==> src/hdl/plst_pkg.sv <==
`default_nettype none

package plst_pkg;

	// Command codes carried in the operation field.
	typedef enum logic [3:0] {
		OP_PUSH_BACK  = 4'd0,
		OP_PUSH_FRONT = 4'd1,
		OP_INSERT     = 4'd2,
		OP_POP_BACK   = 4'd3,
		OP_POP_FRONT  = 4'd4,
		OP_ERASE      = 4'd5,
		OP_FRONT      = 4'd6,
		OP_BACK       = 4'd7,
		OP_READ_AT    = 4'd8,
		OP_REPLACE    = 4'd9,
		OP_CLEAR      = 4'd10
	} op_e;

	// Result status codes.
	typedef enum logic [1:0] {
		ST_OK    = 2'd0,
		ST_RANGE = 2'd1,
		ST_FULL  = 2'd2
	} status_e;

	// What every cell of the row does in this cycle.
	typedef enum logic [1:0] {
		CELL_HOLD,
		CELL_WRITE,
		CELL_INSERT,
		CELL_ERASE
	} cell_op_e;

	typedef struct packed {
		cell_op_e op;
		logic     rd_en;
	} cell_ctl_t;

	// One command transaction.
	typedef struct packed {
		logic [3:0]         operation;
		logic [8:0]         position;
		logic signed [31:0] data_in;
	} cmd_t;

	// One result transaction.
	typedef struct packed {
		logic signed [31:0] data_out;
		logic [1:0]         status;
		logic [8:0]         item_count;
		logic               is_empty;
	} rsp_t;

endpackage

`default_nettype wire

==> src/hdl/plst_cell.sv <==
`default_nettype none

module plst_cell import plst_pkg::*; #(
	parameter int INDEX = 0,
	parameter int IW    = 8,
	parameter int DW    = 32
) (
	input  wire logic            clk,
	input  wire cell_ctl_t       ctl,
	input  wire logic [IW-1:0]   wr_idx,
	input  wire logic [IW-1:0]   rd_idx,
	input  wire logic [DW-1:0]   din,
	input  wire logic [DW-1:0]   left_val,
	input  wire logic [DW-1:0]   right_val,
	output logic      [DW-1:0]   val,
	output logic      [DW-1:0]   rd_val
);

	logic [DW-1:0] val_q;
	logic          at_pos;
	logic          past_pos;

	// Where this cell sits relative to the addressed list position.
	assign at_pos   = (wr_idx == IW'(INDEX));
	assign past_pos = (IW'(INDEX) > wr_idx);

	// Shift toward the back on insert, toward the front on erase, or write in place.
	always_ff @(posedge clk) begin
		case (ctl.op)
			CELL_WRITE: begin
				if (at_pos) val_q <= din;
			end
			CELL_INSERT: begin
				if (past_pos) val_q <= left_val;
				else if (at_pos) val_q <= din;
			end
			CELL_ERASE: begin
				if (past_pos || at_pos) val_q <= right_val;
			end
			default: begin
			end
		endcase
	end

	assign val = val_q;

	// Only the addressed cell drives its value onto the read tree.
	assign rd_val = (ctl.rd_en && (rd_idx == IW'(INDEX))) ? val_q : '0;

endmodule

`default_nettype wire

==> config.mk <==
export PLATFORM = sky130hd
export DESIGN_NAME = plst_cell
export DESIGN_NICKNAME = d
export VERILOG_FILES = /design/src/hdl/plst_pkg.sv /design/src/hdl/plst_cell.sv
export SDC_FILE = /design/constraint.sdc
export NUM_CORES = 1
export LEC_CHECK = 0
export ABC_AREA = 1
export BUFFER_PORTS_ARGS = -buffer_cell sky130_fd_sc_hd__buf_2
export CELL_PAD_IN_SITES_DETAIL_PLACEMENT = 1
export CELL_PAD_IN_SITES_GLOBAL_PLACEMENT = 1
export CORE_UTILIZATION = 23
export DETAILED_ROUTE_END_ITERATION = 16
export HOLD_SLACK_MARGIN = 0.03
export PLACE_DENSITY = 0.85
export RECOVER_POWER = 100
export SLEW_MARGIN = 15
export SYNTH_ARGS = -nofsm -noshare
export SYNTH_HDL_FRONTEND = slang
export SYNTH_SLANG_ARGS = --single-unit
==> constraint.sdc <==
create_clock -name clk -period 2.9 [get_ports clk]
set_input_delay 0.58 -clock clk [delete_from_list [all_inputs] [get_ports clk]]
set_output_delay 0.58 -clock clk [all_outputs]
set_load 0.02 [all_outputs]
==> impl_metrics.env <==
export IMPL_tightestPinTransition_ns=1.12
export IMPL_grt_usage_pct=14.9
export IMPL_min_period_ns=2.31
export IMPL_crit_start="rd_idx[7]"
export IMPL_rows=36
export IMPL_fmax_mhz=434
export IMPL_dp_hpwl_um=5850
export IMPL_grt_pass1_wl_um=12100
export IMPL_cp_max_fo=32
export IMPL_antenna_found_initial=0
export IMPL_final_common_cell="buf_2"
export IMPL_mostFrequentLayoutCells="buf_2 (83), nand2_1 (78), inv_1 (66)"
export IMPL_gr_total_overflow=0
export IMPL_holdWs_ns=0.563
export IMPL_grt_max_degree=33
export IMPL_vias=2560
export IMPL_synth_seq_cells=32
export IMPL_crit_path_end_kind="output port"
export IMPL_cts_made_buffers=5
export IMPL_synth_cells=326
export IMPL_r2r_start="val[5]"
export IMPL_status="finished, final reports clean"
export IMPL_start_util_pct=23.7
export IMPL_cts_max_level=2
export IMPL_syn_nets=444
export IMPL_skew_ns=0
export IMPL_power_density_nw_per_um2=400
export IMPL_cts_resized=0
export IMPL_crit_type="in -> out"
export IMPL_seq_area_um2=961
export IMPL_grt_pass1_vias=2641
export IMPL_hold_class="in -> reg"
export IMPL_setup_violations=0
export IMPL_avgSynthCellArea_um2=7.06
export IMPL_drt_iter0_markers=80
export IMPL_die_w_um=102
export IMPL_gp_congestion=0.661
export IMPL_io_buffers=147
export IMPL_insertedDiodeCount=0
export IMPL_vias_per_cell=4.26
export IMPL_drc=0
export IMPL_fin_nets=586
export IMPL_multi_input_area_um2=972
export IMPL_period_share_pct=79.5
export IMPL_p_int_uw=846
export IMPL_p_clk_share_pct=27.0
export IMPL_cts_path_max_buffers=2
export IMPL_fillers=1325
export IMPL_cts_hold_buffers=0
export IMPL_drt_wirelength_per_cell_um=13.2
export IMPL_seq_area_frac_synth_pct=41.7
export IMPL_rsz0062_at_grt="false"
export IMPL_p_seq_share_pct=47.9
export IMPL_hp_start="right_val[14]"
export IMPL_setup_tns_ns=0
export IMPL_pwr_share_comb_pct=25.1
export IMPL_dieArea_um2=10400
export IMPL_drtAntennaViolNets=0
export IMPL_p_sw_share_pct=32.5
export IMPL_slew_headroom_pct=25.3
export IMPL_clk_latency_ns=0.27
export IMPL_slew_viol_final=0
export IMPL_ys_warn_count=0
export IMPL_cp_data_required_time_ns=2.32
export IMPL_p_sw_uw=407
export IMPL_cts_setup_buffers=0
export IMPL_synth_cell_area_um2=2300
export IMPL_cp_arrival_ns=1.73
export IMPL_largest_register_ff_count=32
export IMPL_wl_um=7930
export IMPL_yosysUniqueCellTypes=17
export IMPL_drv_cap=0
export IMPL_cts_root_buf="clkbuf_8"
export IMPL_max_vdd_ir_drop_mv=0.148
export IMPL_dr_pass1_iters=4
export IMPL_cts_sinks=32
export IMPL_die_h_um=102
export IMPL_coreArea_um2=9730
export IMPL_num_io_pins=180
export IMPL_drive_gt1_share_pct=25.6
export IMPL_cts_tree="done"
export IMPL_p_leak_nw=1.59
export IMPL_clk_pin_slew_ns=0.07
export IMPL_syn_to_final_growth_pct=36.1
export IMPL_hold_viol=0
export IMPL_crit_path_start_kind="input pin"
[per-stage QoR]
step	worst slack, ns	cells	instance area [µm²]	util, %	power [mW]
floorplan	0.109	326	2300	-	0.797
global placement	0.540	594	3140	32.2	0.923
detailed placement	0.494	594	3140	32.2	0.941
CTS	0.632	601	3210	33.0	1.29
global route	0.480	601	3130	32.2	1.33
finish	0.594	601	3130	32.2	1.25
[cell usage after synthesis]
master	instances	area share [%]
nand2_1	78	13
inv_1	66	11
nor2_1	39	6.4
edfxtp_1	32	42
nand3_1	32	7.0
nand2_2	22	6.0
o21ai_0	21	4.6
o21ai_1	12	2.6
buf_2	11	2.4
clkbuf_1	3	0.49
buf_12	2	1.7
buf_4	2	0.65
ha_1	2	1.1
buf_6	1	0.49
nand4_1	1	0.27
nor2_8	1	0.87
nor3b_1	1	0.33
[critical path: stages]
cell and delay [ns]:
buf_2 0.10, nor3b_1 0.24, nand4_1 0.11, buf_4 0.27, nor2_1 0.15, clkbuf_1 0.27
[routing by layer]
layer | GRT usage, % | vias to the layer above | share of wire, %
met1 | 16.2 | 1188 | 42
met3 | 3.35 | 4 | 6.2
met5 | 0 | - | 0
met2 | 29.4 | 90 | 51
met4 | 2.31 | 0 | 0.39
li1 | - | 1278 | -
[power by group through the flow]
stage / sequential [mW] / combinational, mW / clock [mW]
CTS: 0.599 / 0.333 / 0.355
floorplan: 0.666 / 0.131 / 0
global placement: 0.606 / 0.318 / 0
finish: 0.600 / 0.315 / 0.338
global route: 0.605 / 0.357 / 0.363
detailed placement: 0.609 / 0.332 / 0
[kinds of logic after synthesis]
kind of cell	synth area share, %
buffers and inverters	16.5
AND/OR/NAND/NOR	33.5
adder cells (fa/ha/maj)	1.09
flip-flops	41.7
AO/OA/AOI/OAI	7.17
[area by class of cell]
| type | instances | area share, % |
|---|---|---|
| tap | 133 | 5.31 |
| inverter | 66 | 7.91 |
| clock inverter | 1 | 0.160 |
| clock buffer | 6 | 2.32 |
| multi-input combinational | 209 | 31.0 |
| sequential | 32 | 30.7 |
| timing repair buffer | 154 | 22.6 |
[final timing paths]
path | slack [ns] | depth (start not counted) | to
worst max-delay path | 0.59 | 6 | rd_val[5]
worst min-delay path | 0.56 | 3 | val[14]
worst max register to register | 1.89 | 4 | val[5]
worst min register to register | 0.69 | 4 | val[24]
(Power assumes the default switching activity.)
